===== src/hdl/apmo_pkg.sv =====
// -----------------------------------------------------------------------------
// apmo_pkg
// shared constants and pipeline control type of the box pair merge block
// -----------------------------------------------------------------------------
package apmo_pkg;

   // coordinate width in bits, centers signed, half sizes one bit narrower
   localparam int COORD_WIDTH_DEFAULT = 16;

   // register stages from input transaction to output register
   localparam int STAGES = 4;

   // pipeline stage indexes
   localparam int STAGE_RANGE  = 0;
   localparam int STAGE_BOUNDS = 1;
   localparam int STAGE_MERGE  = 2;
   localparam int STAGE_OUTPUT = 3;

   typedef struct packed {
      logic [STAGES-1:0] load;
   } pipe_ctrl_type;

endpackage


===== src/hdl/apmo_if.sv =====
// -----------------------------------------------------------------------------
// apmo request and response channels
// valid/ready channels carrying one box pair and one merge result
// -----------------------------------------------------------------------------
interface apmo_req_if #(
   parameter int COORD_WIDTH = apmo_pkg::COORD_WIDTH_DEFAULT
);
   logic                          valid;
   logic                          ready;
   logic signed [COORD_WIDTH-1:0] first_center_x;
   logic signed [COORD_WIDTH-1:0] first_center_y;
   logic signed [COORD_WIDTH-1:0] first_center_z;
   logic        [COORD_WIDTH-2:0] first_half_x;
   logic        [COORD_WIDTH-2:0] first_half_y;
   logic        [COORD_WIDTH-2:0] first_half_z;
   logic signed [COORD_WIDTH-1:0] second_center_x;
   logic signed [COORD_WIDTH-1:0] second_center_y;
   logic signed [COORD_WIDTH-1:0] second_center_z;
   logic        [COORD_WIDTH-2:0] second_half_x;
   logic        [COORD_WIDTH-2:0] second_half_y;
   logic        [COORD_WIDTH-2:0] second_half_z;

   modport source (
      output valid, first_center_x, first_center_y, first_center_z,
             first_half_x, first_half_y, first_half_z,
             second_center_x, second_center_y, second_center_z,
             second_half_x, second_half_y, second_half_z,
      input  ready
   );

   modport sink (
      input  valid, first_center_x, first_center_y, first_center_z,
             first_half_x, first_half_y, first_half_z,
             second_center_x, second_center_y, second_center_z,
             second_half_x, second_half_y, second_half_z,
      output ready
   );
endinterface

interface apmo_rsp_if #(
   parameter int COORD_WIDTH = apmo_pkg::COORD_WIDTH_DEFAULT
);
   logic                          valid;
   logic                          ready;
   logic signed [COORD_WIDTH:0]   merged_center_x;
   logic signed [COORD_WIDTH:0]   merged_center_y;
   logic signed [COORD_WIDTH:0]   merged_center_z;
   logic        [COORD_WIDTH-1:0] merged_half_x;
   logic        [COORD_WIDTH-1:0] merged_half_y;
   logic        [COORD_WIDTH-1:0] merged_half_z;
   logic        [3*COORD_WIDTH-1:0] overlap_volume;
   logic                          contained;

   modport source (
      output valid, merged_center_x, merged_center_y, merged_center_z,
             merged_half_x, merged_half_y, merged_half_z,
             overlap_volume, contained,
      input  ready
   );

   modport sink (
      input  valid, merged_center_x, merged_center_y, merged_center_z,
             merged_half_x, merged_half_y, merged_half_z,
             overlap_volume, contained,
      output ready
   );
endinterface


===== src/hdl/apmo_ctrl.sv =====
// -----------------------------------------------------------------------------
// apmo_ctrl
// valid bits and per-stage load enables of the four-stage pipeline
// -----------------------------------------------------------------------------
module apmo_ctrl (
   input  logic                   clock,
   input  logic                   reset,
   input  logic                   in_valid,
   output logic                   in_ready,
   output logic                   out_valid,
   input  logic                   out_ready,
   output apmo_pkg::pipe_ctrl_type pipe
);

   logic [apmo_pkg::STAGES-1:0] valid_ff;
   logic [apmo_pkg::STAGES-1:0] valid_in;

   // a stage loads when it is empty or its content moves on
   always_comb begin
      pipe.load[apmo_pkg::STAGES-1] = !valid_ff[apmo_pkg::STAGES-1] || out_ready;
      for (int k = apmo_pkg::STAGES - 2; k >= 0; k--) begin
         pipe.load[k] = !valid_ff[k] || pipe.load[k+1];
      end
   end

   always_comb begin
      valid_in[0] = pipe.load[0] ? in_valid : valid_ff[0];
      for (int k = 1; k < apmo_pkg::STAGES; k++) begin
         valid_in[k] = pipe.load[k] ? valid_ff[k-1] : valid_ff[k];
      end
   end

   always_ff @(posedge clock) begin
      if (reset) begin
         valid_ff <= '0;
      end else begin
         valid_ff <= valid_in;
      end
   end

   assign in_ready  = pipe.load[0];
   assign out_valid = valid_ff[apmo_pkg::STAGES-1];

endmodule


===== src/hdl/apmo_axis.sv =====
// -----------------------------------------------------------------------------
// apmo_axis
// one axis: box bounds, merged center and half size, overlap and containment
// -----------------------------------------------------------------------------
module apmo_axis #(
   parameter int COORD_WIDTH = apmo_pkg::COORD_WIDTH_DEFAULT
) (
   input  logic                          clock,
   input  apmo_pkg::pipe_ctrl_type       pipe,
   input  logic signed [COORD_WIDTH-1:0] center_a,
   input  logic        [COORD_WIDTH-2:0] half_a,
   input  logic signed [COORD_WIDTH-1:0] center_b,
   input  logic        [COORD_WIDTH-2:0] half_b,
   output logic signed [COORD_WIDTH:0]   merged_center,
   output logic        [COORD_WIDTH-1:0] merged_half,
   output logic        [COORD_WIDTH-1:0] overlap,
   output logic                          contained
);

   localparam int C = COORD_WIDTH;

   // stage 1: box bounds and center distance
   logic signed [C:0]   lo_a_in, hi_a_in, lo_b_in, hi_b_in, diff;
   logic signed [C:0]   lo_a_ff, hi_a_ff, lo_b_ff, hi_b_ff;
   logic        [C-1:0] dist_in, dist_ff;
   logic        [C-2:0] half_a_ff, half_b_ff;

   // stage 2: enclosing bounds, clamped overlap, containment
   logic signed [C:0]   lo_in, hi_in, lo_ff, hi_ff;
   logic        [C-1:0] hsum;
   logic signed [C+1:0] ov_raw;
   logic        [C-1:0] overlap_in, overlap_ff;
   logic        [C:0]   reach;
   logic                inside_in, inside_ff;

   // stage 3: merged center and half size
   logic signed [C+1:0] sum, span;
   logic signed [C:0]   merged_center_ff;
   logic        [C-1:0] merged_half_ff;

   always_comb begin
      lo_a_in = $signed({center_a[C-1], center_a}) - $signed({2'b00, half_a});
      hi_a_in = $signed({center_a[C-1], center_a}) + $signed({2'b00, half_a});
      lo_b_in = $signed({center_b[C-1], center_b}) - $signed({2'b00, half_b});
      hi_b_in = $signed({center_b[C-1], center_b}) + $signed({2'b00, half_b});
      diff    = $signed({center_a[C-1], center_a}) - $signed({center_b[C-1], center_b});
      dist_in = diff[C] ? C'(-diff) : diff[C-1:0];
   end

   always_ff @(posedge clock) begin
      if (pipe.load[apmo_pkg::STAGE_RANGE]) begin
         lo_a_ff   <= lo_a_in;
         hi_a_ff   <= hi_a_in;
         lo_b_ff   <= lo_b_in;
         hi_b_ff   <= hi_b_in;
         dist_ff   <= dist_in;
         half_a_ff <= half_a;
         half_b_ff <= half_b;
      end
   end

   always_comb begin
      lo_in      = (lo_a_ff < lo_b_ff) ? lo_a_ff : lo_b_ff;
      hi_in      = (hi_a_ff > hi_b_ff) ? hi_a_ff : hi_b_ff;
      hsum       = {1'b0, half_a_ff} + {1'b0, half_b_ff};
      ov_raw     = $signed({2'b00, hsum}) - $signed({2'b00, dist_ff});
      overlap_in = ov_raw[C+1] ? '0 : ov_raw[C-1:0];
      reach      = {1'b0, dist_ff} + {2'b00, half_b_ff};
      inside_in  = reach <= {2'b00, half_a_ff};
   end

   always_ff @(posedge clock) begin
      if (pipe.load[apmo_pkg::STAGE_BOUNDS]) begin
         lo_ff      <= lo_in;
         hi_ff      <= hi_in;
         overlap_ff <= overlap_in;
         inside_ff  <= inside_in;
      end
   end

   // floor halving is the arithmetic shift, span is never negative
   always_comb begin
      sum  = $signed({lo_ff[C], lo_ff}) + $signed({hi_ff[C], hi_ff});
      span = $signed({hi_ff[C], hi_ff}) - $signed({lo_ff[C], lo_ff});
   end

   always_ff @(posedge clock) begin
      if (pipe.load[apmo_pkg::STAGE_MERGE]) begin
         merged_center_ff <= sum[C+1:1];
         merged_half_ff   <= span[C:1];
      end
   end

   assign merged_center = merged_center_ff;
   assign merged_half   = merged_half_ff;
   assign overlap       = overlap_ff;
   assign contained     = inside_ff;

endmodule


===== src/hdl/apmo_volume.sv =====
// -----------------------------------------------------------------------------
// apmo_volume
// overlap volume as two registered multiplies, x by y, then by z
// -----------------------------------------------------------------------------
module apmo_volume #(
   parameter int COORD_WIDTH = apmo_pkg::COORD_WIDTH_DEFAULT
) (
   input  logic                         clock,
   input  apmo_pkg::pipe_ctrl_type      pipe,
   input  logic [COORD_WIDTH-1:0]       overlap_x,
   input  logic [COORD_WIDTH-1:0]       overlap_y,
   input  logic [COORD_WIDTH-1:0]       overlap_z,
   output logic [3*COORD_WIDTH-1:0]     volume
);

   localparam int C = COORD_WIDTH;

   logic [2*C-1:0] area_in, area_ff;
   logic [C-1:0]   overlap_z_ff;
   logic [3*C-1:0] volume_in, volume_ff;

   assign area_in   = (2*C)'(overlap_x) * (2*C)'(overlap_y);
   assign volume_in = (3*C)'(area_ff) * (3*C)'(overlap_z_ff);

   always_ff @(posedge clock) begin
      if (pipe.load[apmo_pkg::STAGE_MERGE]) begin
         area_ff      <= area_in;
         overlap_z_ff <= overlap_z;
      end
      if (pipe.load[apmo_pkg::STAGE_OUTPUT]) begin
         volume_ff <= volume_in;
      end
   end

   assign volume = volume_ff;

endmodule


===== src/hdl/aabb_pair_merge_overlap.sv =====
// -----------------------------------------------------------------------------
// aabb_pair_merge_overlap
// merged enclosing box, overlap volume and containment of two 3d boxes
// -----------------------------------------------------------------------------
// four register stages from input to result valid: range, bounds, merge, output
// throughput: one box pair per cycle unless the output stalls, set by the stages
//    and the two multiplies of the volume path, each closed by its own register
// back pressure stalls only the stages that hold data, empty stages still fill
// reset clears the stage valid bits only, payload registers keep their contents
// -----------------------------------------------------------------------------
module aabb_pair_merge_overlap #(
   parameter int COORD_WIDTH = apmo_pkg::COORD_WIDTH_DEFAULT
) (
   input  logic       clock,
   input  logic       reset,
   apmo_req_if.sink   req_bus,
   apmo_rsp_if.source rsp_bus
);

   localparam int C = COORD_WIDTH;

   apmo_pkg::pipe_ctrl_type pipe;

   logic signed [C:0]   center_x, center_y, center_z;
   logic        [C-1:0] half_x, half_y, half_z;
   logic        [C-1:0] overlap_x, overlap_y, overlap_z;
   logic                inside_x, inside_y, inside_z;
   logic                inside_all_ff;

   logic signed [C:0]   center_x_ff, center_y_ff, center_z_ff;
   logic        [C-1:0] half_x_ff, half_y_ff, half_z_ff;
   logic                contained_ff;

   apmo_ctrl u_ctrl (
      .clock     (clock),
      .reset     (reset),
      .in_valid  (req_bus.valid),
      .in_ready  (req_bus.ready),
      .out_valid (rsp_bus.valid),
      .out_ready (rsp_bus.ready),
      .pipe      (pipe)
   );

   apmo_axis #(.COORD_WIDTH(C)) u_axis_x (
      .clock         (clock),
      .pipe          (pipe),
      .center_a      (req_bus.first_center_x),
      .half_a        (req_bus.first_half_x),
      .center_b      (req_bus.second_center_x),
      .half_b        (req_bus.second_half_x),
      .merged_center (center_x),
      .merged_half   (half_x),
      .overlap       (overlap_x),
      .contained     (inside_x)
   );

   apmo_axis #(.COORD_WIDTH(C)) u_axis_y (
      .clock         (clock),
      .pipe          (pipe),
      .center_a      (req_bus.first_center_y),
      .half_a        (req_bus.first_half_y),
      .center_b      (req_bus.second_center_y),
      .half_b        (req_bus.second_half_y),
      .merged_center (center_y),
      .merged_half   (half_y),
      .overlap       (overlap_y),
      .contained     (inside_y)
   );

   apmo_axis #(.COORD_WIDTH(C)) u_axis_z (
      .clock         (clock),
      .pipe          (pipe),
      .center_a      (req_bus.first_center_z),
      .half_a        (req_bus.first_half_z),
      .center_b      (req_bus.second_center_z),
      .half_b        (req_bus.second_half_z),
      .merged_center (center_z),
      .merged_half   (half_z),
      .overlap       (overlap_z),
      .contained     (inside_z)
   );

   apmo_volume #(.COORD_WIDTH(C)) u_volume (
      .clock     (clock),
      .pipe      (pipe),
      .overlap_x (overlap_x),
      .overlap_y (overlap_y),
      .overlap_z (overlap_z),
      .volume    (rsp_bus.overlap_volume)
   );

   // containment and merged box delayed to line up with the volume
   always_ff @(posedge clock) begin
      if (pipe.load[apmo_pkg::STAGE_MERGE]) begin
         inside_all_ff <= inside_x && inside_y && inside_z;
      end
      if (pipe.load[apmo_pkg::STAGE_OUTPUT]) begin
         center_x_ff  <= center_x;
         center_y_ff  <= center_y;
         center_z_ff  <= center_z;
         half_x_ff    <= half_x;
         half_y_ff    <= half_y;
         half_z_ff    <= half_z;
         contained_ff <= inside_all_ff;
      end
   end

   assign rsp_bus.merged_center_x = center_x_ff;
   assign rsp_bus.merged_center_y = center_y_ff;
   assign rsp_bus.merged_center_z = center_z_ff;
   assign rsp_bus.merged_half_x   = half_x_ff;
   assign rsp_bus.merged_half_y   = half_y_ff;
   assign rsp_bus.merged_half_z   = half_z_ff;
   assign rsp_bus.contained       = contained_ff;

endmodule


===== src/flat_wrapper.sv =====
// flat-port wrapper written by rule: the top's interface ports become plain ports
module aabb_pair_merge_overlap_flat 
#(
   parameter int COORD_WIDTH = apmo_pkg::COORD_WIDTH_DEFAULT
)
  (clock, reset, req_bus_valid, req_bus_first_center_x, req_bus_first_center_y, req_bus_first_center_z, req_bus_first_half_x, req_bus_first_half_y, req_bus_first_half_z, req_bus_second_center_x, req_bus_second_center_y, req_bus_second_center_z, req_bus_second_half_x, req_bus_second_half_y, req_bus_second_half_z, req_bus_ready, rsp_bus_valid, rsp_bus_merged_center_x, rsp_bus_merged_center_y, rsp_bus_merged_center_z, rsp_bus_merged_half_x, rsp_bus_merged_half_y, rsp_bus_merged_half_z, rsp_bus_overlap_volume, rsp_bus_contained, rsp_bus_ready);
  apmo_req_if #(.COORD_WIDTH(COORD_WIDTH)) req_bus_i ();
  apmo_rsp_if #(.COORD_WIDTH(COORD_WIDTH)) rsp_bus_i ();
  input  logic clock;
  input  logic reset;
  input wire logic [$bits(req_bus_i.valid)-1:0] req_bus_valid;
  input wire logic [$bits(req_bus_i.first_center_x)-1:0] req_bus_first_center_x;
  input wire logic [$bits(req_bus_i.first_center_y)-1:0] req_bus_first_center_y;
  input wire logic [$bits(req_bus_i.first_center_z)-1:0] req_bus_first_center_z;
  input wire logic [$bits(req_bus_i.first_half_x)-1:0] req_bus_first_half_x;
  input wire logic [$bits(req_bus_i.first_half_y)-1:0] req_bus_first_half_y;
  input wire logic [$bits(req_bus_i.first_half_z)-1:0] req_bus_first_half_z;
  input wire logic [$bits(req_bus_i.second_center_x)-1:0] req_bus_second_center_x;
  input wire logic [$bits(req_bus_i.second_center_y)-1:0] req_bus_second_center_y;
  input wire logic [$bits(req_bus_i.second_center_z)-1:0] req_bus_second_center_z;
  input wire logic [$bits(req_bus_i.second_half_x)-1:0] req_bus_second_half_x;
  input wire logic [$bits(req_bus_i.second_half_y)-1:0] req_bus_second_half_y;
  input wire logic [$bits(req_bus_i.second_half_z)-1:0] req_bus_second_half_z;
  output wire logic [$bits(req_bus_i.ready)-1:0] req_bus_ready;
  output wire logic [$bits(rsp_bus_i.valid)-1:0] rsp_bus_valid;
  output wire logic [$bits(rsp_bus_i.merged_center_x)-1:0] rsp_bus_merged_center_x;
  output wire logic [$bits(rsp_bus_i.merged_center_y)-1:0] rsp_bus_merged_center_y;
  output wire logic [$bits(rsp_bus_i.merged_center_z)-1:0] rsp_bus_merged_center_z;
  output wire logic [$bits(rsp_bus_i.merged_half_x)-1:0] rsp_bus_merged_half_x;
  output wire logic [$bits(rsp_bus_i.merged_half_y)-1:0] rsp_bus_merged_half_y;
  output wire logic [$bits(rsp_bus_i.merged_half_z)-1:0] rsp_bus_merged_half_z;
  output wire logic [$bits(rsp_bus_i.overlap_volume)-1:0] rsp_bus_overlap_volume;
  output wire logic [$bits(rsp_bus_i.contained)-1:0] rsp_bus_contained;
  input wire logic [$bits(rsp_bus_i.ready)-1:0] rsp_bus_ready;
  assign req_bus_i.valid = req_bus_valid;
  assign req_bus_i.first_center_x = req_bus_first_center_x;
  assign req_bus_i.first_center_y = req_bus_first_center_y;
  assign req_bus_i.first_center_z = req_bus_first_center_z;
  assign req_bus_i.first_half_x = req_bus_first_half_x;
  assign req_bus_i.first_half_y = req_bus_first_half_y;
  assign req_bus_i.first_half_z = req_bus_first_half_z;
  assign req_bus_i.second_center_x = req_bus_second_center_x;
  assign req_bus_i.second_center_y = req_bus_second_center_y;
  assign req_bus_i.second_center_z = req_bus_second_center_z;
  assign req_bus_i.second_half_x = req_bus_second_half_x;
  assign req_bus_i.second_half_y = req_bus_second_half_y;
  assign req_bus_i.second_half_z = req_bus_second_half_z;
  assign req_bus_ready = req_bus_i.ready;
  assign rsp_bus_valid = rsp_bus_i.valid;
  assign rsp_bus_merged_center_x = rsp_bus_i.merged_center_x;
  assign rsp_bus_merged_center_y = rsp_bus_i.merged_center_y;
  assign rsp_bus_merged_center_z = rsp_bus_i.merged_center_z;
  assign rsp_bus_merged_half_x = rsp_bus_i.merged_half_x;
  assign rsp_bus_merged_half_y = rsp_bus_i.merged_half_y;
  assign rsp_bus_merged_half_z = rsp_bus_i.merged_half_z;
  assign rsp_bus_overlap_volume = rsp_bus_i.overlap_volume;
  assign rsp_bus_contained = rsp_bus_i.contained;
  assign rsp_bus_i.ready = rsp_bus_ready;
  aabb_pair_merge_overlap #(.COORD_WIDTH(COORD_WIDTH)) u_core (.clock(clock), .reset(reset), .req_bus(req_bus_i), .rsp_bus(rsp_bus_i));
endmodule

===== config.mk =====
export PLATFORM = sky130hd
export DESIGN_NAME = aabb_pair_merge_overlap_flat
export DESIGN_NICKNAME = d
export VERILOG_FILES = /design/src/hdl/apmo_pkg.sv /design/src/hdl/apmo_if.sv /design/src/hdl/apmo_ctrl.sv /design/src/hdl/apmo_axis.sv /design/src/hdl/apmo_volume.sv /design/src/hdl/aabb_pair_merge_overlap.sv /design/src/flat_wrapper.sv
export SDC_FILE = /design/constraint.sdc
export NUM_CORES = 2
export LEC_CHECK = 0
export BUFFER_PORTS_ARGS = -buffer_cell sky130_fd_sc_hd__buf_4
export CELL_PAD_IN_SITES_DETAIL_PLACEMENT = 0
export CELL_PAD_IN_SITES_GLOBAL_PLACEMENT = 1
export CORE_UTILIZATION = 55
export CTS_CLUSTER_SIZE = 25
export DETAILED_ROUTE_END_ITERATION = 8
export PLACE_DENSITY_LB_ADDON = 0.1
export REMOVE_ABC_BUFFERS = 1
export SLEW_MARGIN = 15
export SYNTH_ARGS = -nofsm -noshare
export SYNTH_HDL_FRONTEND = slang
export SYNTH_SLANG_ARGS = --single-unit
export TNS_END_PERCENT = 50

===== constraint.sdc =====
create_clock -name clock -period 15.2 [get_ports clock]
set_input_delay 1.52 -clock clock [delete_from_list [all_inputs] [get_ports clock]]
set_output_delay 1.52 -clock clock [all_outputs]
set_load 0.05 [all_outputs]

==> impl_metrics.tcl <==
set metrics [dict create \
    drt_first_pass_iters 7 \
    placement_rows 134 \
    drt.antenna.violating_nets 0 \
    route.layer.met1.wl_um 78900 \
    synthDominantCellAreaShare_pct 31.7 \
    critPathLaunchType "flip-flop" \
    route.detailed.wl_per_inst_um 19.0 \
    synth_seq_cells 789 \
    clock_power_share_pct 11.4 \
    groute.usage.overall_pct 26.5 \
    floorplan.core_area_sq_um 134000 \
    synthCells 7350 \
    area_taken_by_multi_input_logic_gates_sq_um 44700 \
    place.gp.congestion 0.908 \
    antenna_found_initial 3 \
    clock-root-buffer "clkbuf_16" \
    max_clock_freq_ghz 0.134 \
    cts_tree "built" \
    post_synth_instance_area_sq_um 74300 \
    die_width_um 369 \
    share_of_post_route_cells_with_drive_strength_above_1_pct 8.27 \
    timing.critical_path.to_type "flip-flop" \
    met3RoutedLength_um 10200 \
    synthDistinctLibCells 80 \
    synth_enable_flop_cells 785 \
    min_delay_path_depth 0 \
    detailed_place_hpwl_um 141000 \
    timing.hold.worst.class "reg2reg" \
    die_height_um 369 \
    layout-area-overhead-vs-synth_pct 9.83 \
    depth_of_the_worst_register_to_register_path 22 \
    post_cts.resized_instances 0 \
    topRoutingLayerUsed "met4" \
    netlist_top_cells_area "edfxtp_1 (32%), fa_1 (18%), ha_1 (13%), inv_1 (6.9%), xnor2_1 (3.7%)" \
    sequentialPowerShare_pct 23.1 \
    area_after_detailed_placement_sq_um 78500 \
    actual_slew_at_the_worst_max_slew_pin_ns 1.18 \
    wl_met2_um 85100 \
    combinational_share_of_power_pct 65.4 \
    post-route-drc-count 36 \
    worstReg2RegEnd "u_core.u_volume.volume[45]$_DFFE_PP_" \
    nFillCells 11362 \
    cts-root-to-sink-buffers 3 \
    routed_wirelength_um 179000 \
    worst_slew_margin_rel_pct 19.6 \
    min_period_over_period_pct 48.9 \
    synth_flop_cell "edfxtp_1" \
    synth.largest_area_cell "edfxtp_1" \
    hp-start "u_core.u_axis_z.merged_half[2]$_DFFE_PP_" \
    grt_start_max_net_pins 156 \
    maximum_level_of_the_cts_h_tree 3 \
    fin_worst_hold_slack_ns 0.414 \
    r2r_start "u_core.u_volume.overlap_z_ff[4]$_DFFE_PP_" \
    final_max_slew_violation_count 0 \
    setup_viol 0 \
    nets 9267 \
    numClockSinks 789 \
    tritoncts.num_buffers 90 \
    finalCriticalPeriod_ns 7.44 \
    syn_avg_cell_area_sq_um 10.1 \
    grt_first_pass_wirelength_um 283000 \
    ctsHoldBuffers 0 \
    worst-endpoint-required_ns 15.59 \
    worstHoldEndpoint "u_core.rsp_bus.merged_half_z[2]$_DFFE_PP_" \
    detail_route.vias_per_cell 5.42 \
    initial_cell_density_of_the_core_pct 55.5 \
    place.port_buffers 339 \
    critPathArrivalTime_ns 7.83 \
    rsz_0062_raised_after_global_routing "false" \
    gr-total-overflow 0 \
    worstPathMaxFanout 32 \
    clkLatencyLatePin_ns 0.70 \
    synthArstFlopShare_pct 0 \
    yosys_warnings 0 \
    totalNegativeSetupSlack_ns 0 \
    drv.max_cap_violation_count 0 \
    timing.final.hold_violations 0 \
    via_count_of_the_first_global_routing_pass 51791 \
    power_density_nw_per_um2 238 \
    total_switching_power_mw 9.20 \
    seqCellArea_sq_um 23700 \
    ff2ff_setup_slack_ns 7.76 \
    post-cts-setup-buffer-count 0 \
    run_status "complete, but fails checks" \
    worstSetupPathType "reg2reg" \
    finish.instance_area_sq_um 81600 \
    worst_ir_drop_vdd_mv 0.395 \
    switching_share_pct 47.4 \
    dieArea_sq_um 137000 \
    failed_checks "design-rule violations" \
    clk_transition_reported_paths_ns 0.06 \
    pin_count 340 \
    drt_iter0_drc 3211 \
    worst_clock_skew_ns 0.0558 \
    internal_power_mw 10.2 \
    ys_seq_area_share_pct 31.8 \
    leakagePower_nw 38.3 \
    routed-via-count 51285 \
]
worst max-delay path, cell delays in order (launching register included):
cell and delay (ns):
edfxtp_1 1.08, and2_1 0.28, fa_1 0.39, inv_1 0.08
fa_1 0.43, fa_1 0.52, inv_1 0.06, fa_1 0.49
fa_1 0.49, inv_1 0.05, fa_1 0.47, inv_1 0.04
ha_1 0.36, a21oi_1 0.17, o21ai_0 0.10, a41oi_1 0.45
o21ai_0 0.30, a31oi_1 0.34, a21oi_1 0.17, o21ai_0 0.40
o21bai_1 0.11, a21oi_1 0.21, xnor2_1 0.11
per-layer routing:
metal  global-route usage (%)  vias up
met4                     7.92        0
li1                         -    24796
met1                     35.9    24959
met5                        0        -
met2                     43.7     1291
met3                     4.25      239
cell families after synthesis:
kind of cell	count (synthesis)	synth area share [%]
adder cells (fa/ha/maj)	1469	31.6
multiplexers	77	1.16
XOR/XNOR	435	5.13
AND/OR/NAND/NOR	1877	12.2
buffers and inverters	1568	7.95
AO/OA/AOI/OAI	1135	10.1
flip-flops	789	31.8
cell usage in the layout, fill, tap and decap left out, types with 108 or more instances in the layout:
| cell | n |
|---|---|
| nor3_1 | 108 |
| nand3_1 | 115 |
| nor2_1 | 336 |
| nand2_1 | 661 |
| edfxtp_1 | 785 |
| xor2_1 | 123 |
| buf_4 | 367 |
| o21ai_0 | 168 |
| xnor2_1 | 312 |
| inv_1 | 1363 |
| and2_1 | 319 |
| fa_1 | 681 |
| a21oi_1 | 355 |
| a21o_1 | 135 |
| ha_1 | 788 |
flip-flops by register name, summed over array words and instances, names as in the netlist, 17 cells and up:
| signal | cells |
|---|---|
| u_core.u_axis_y.merged_center | 17 |
| u_core.u_axis_z.merged_center | 17 |
| u_core.u_axis_x.hi_ff | 17 |
| u_core.u_axis_x.lo_b_ff | 17 |
| u_core.u_volume.area_ff | 32 |
| u_core.u_axis_z.hi_ff | 17 |
| u_core.u_volume.volume | 48 |
| u_core.rsp_bus.merged_center_x | 17 |
| u_core.u_axis_x.lo_a_ff | 17 |
| u_core.u_axis_z.lo_a_ff | 17 |
| u_core.u_axis_x.lo_ff | 17 |
| u_core.u_axis_y.lo_a_ff | 17 |
| u_core.rsp_bus.merged_center_y | 17 |
| u_core.rsp_bus.merged_center_z | 17 |
| u_core.u_axis_y.hi_ff | 17 |
| u_core.u_axis_y.lo_ff | 17 |
| u_core.u_axis_y.lo_b_ff | 17 |
| u_core.u_axis_z.lo_ff | 17 |
| u_core.u_axis_x.merged_center | 17 |
| u_core.u_axis_z.lo_b_ff | 17 |
metrics by stage:
step                      power, mW  instances  util (%)  setup WS, ns
after CTS                      19.5       9451      60.9          7.69
final                          19.4       9454      61.0          7.76
after global placement         17.0       9284      58.7          7.98
after floorplan                13.8       7147         -          4.55
after detailed placement       17.2       9284      58.7          7.75
after global routing           21.3       9453      61.0          7.35
synth_stat cells (47+ instances only):
cell and count:
o21ai_0 168, and2_1 319, o21a_1 55, mux2_2 71, a21o_1 135, nor2_1 336, edfxtp_1 785, fa_1 681
nand3_1 115, o21bai_1 71, ha_1 788, nor2b_1 91, nor3_1 108, xor2_1 123, and3_1 51, nand2b_1 47
a21oi_1 358, inv_1 1365, nand2_1 663, clkbuf_1 189, xnor2_1 312
cell type report:
| cell class | count | share of cell area, % |
|---|---|---|
| antenna | 3 | 0.00920 |
| clock buffer | 106 | 2.91 |
| clock inverter | 61 | 0.805 |
| inverter | 1365 | 6.29 |
| multi-input combinational | 4993 | 54.9 |
| sequential | 789 | 29.0 |
| tap | 1768 | 2.71 |
| timing repair buffer | 369 | 3.42 |
power groups by stage:
stage / Combinational, mW / Clock (mW) / Sequential (mW)
after floorplan: 8.92 / 0 / 4.92
after global placement: 12.5 / 0 / 4.49
final: 12.7 / 2.22 / 4.49
after global routing: 14.4 / 2.34 / 4.58
after CTS: 12.8 / 2.27 / 4.49
after detailed placement: 12.7 / 0 / 4.52
worst max path at each step:
| stage | cells after the start | startpoint | end | slack (ns) |
|---|---|---|---|---|
| global placement | 22 | u_core.u_volume.overlap_z_ff[5]$_DFFE_PP_ | u_core.u_volume.volume[47]$_DFFE_PP_ | 7.98 |
| global route | 22 | u_core.u_volume.overlap_z_ff[6]$_DFFE_PP_ | u_core.u_volume.volume[47]$_DFFE_PP_ | 7.35 |
| CTS | 21 | u_core.u_volume.overlap_z_ff[6]$_DFFE_PP_ | u_core.u_volume.volume[45]$_DFFE_PP_ | 7.69 |
| detailed placement | 21 | u_core.u_volume.overlap_z_ff[6]$_DFFE_PP_ | u_core.u_volume.volume[47]$_DFFE_PP_ | 7.75 |
| floorplan | 3 | rsp_bus_ready | req_bus_ready | 4.55 |
| finish | 22 | u_core.u_volume.overlap_z_ff[4]$_DFFE_PP_ | u_core.u_volume.volume[45]$_DFFE_PP_ | 7.76 |
Note: power is estimated with default switching activity, not from simulation.
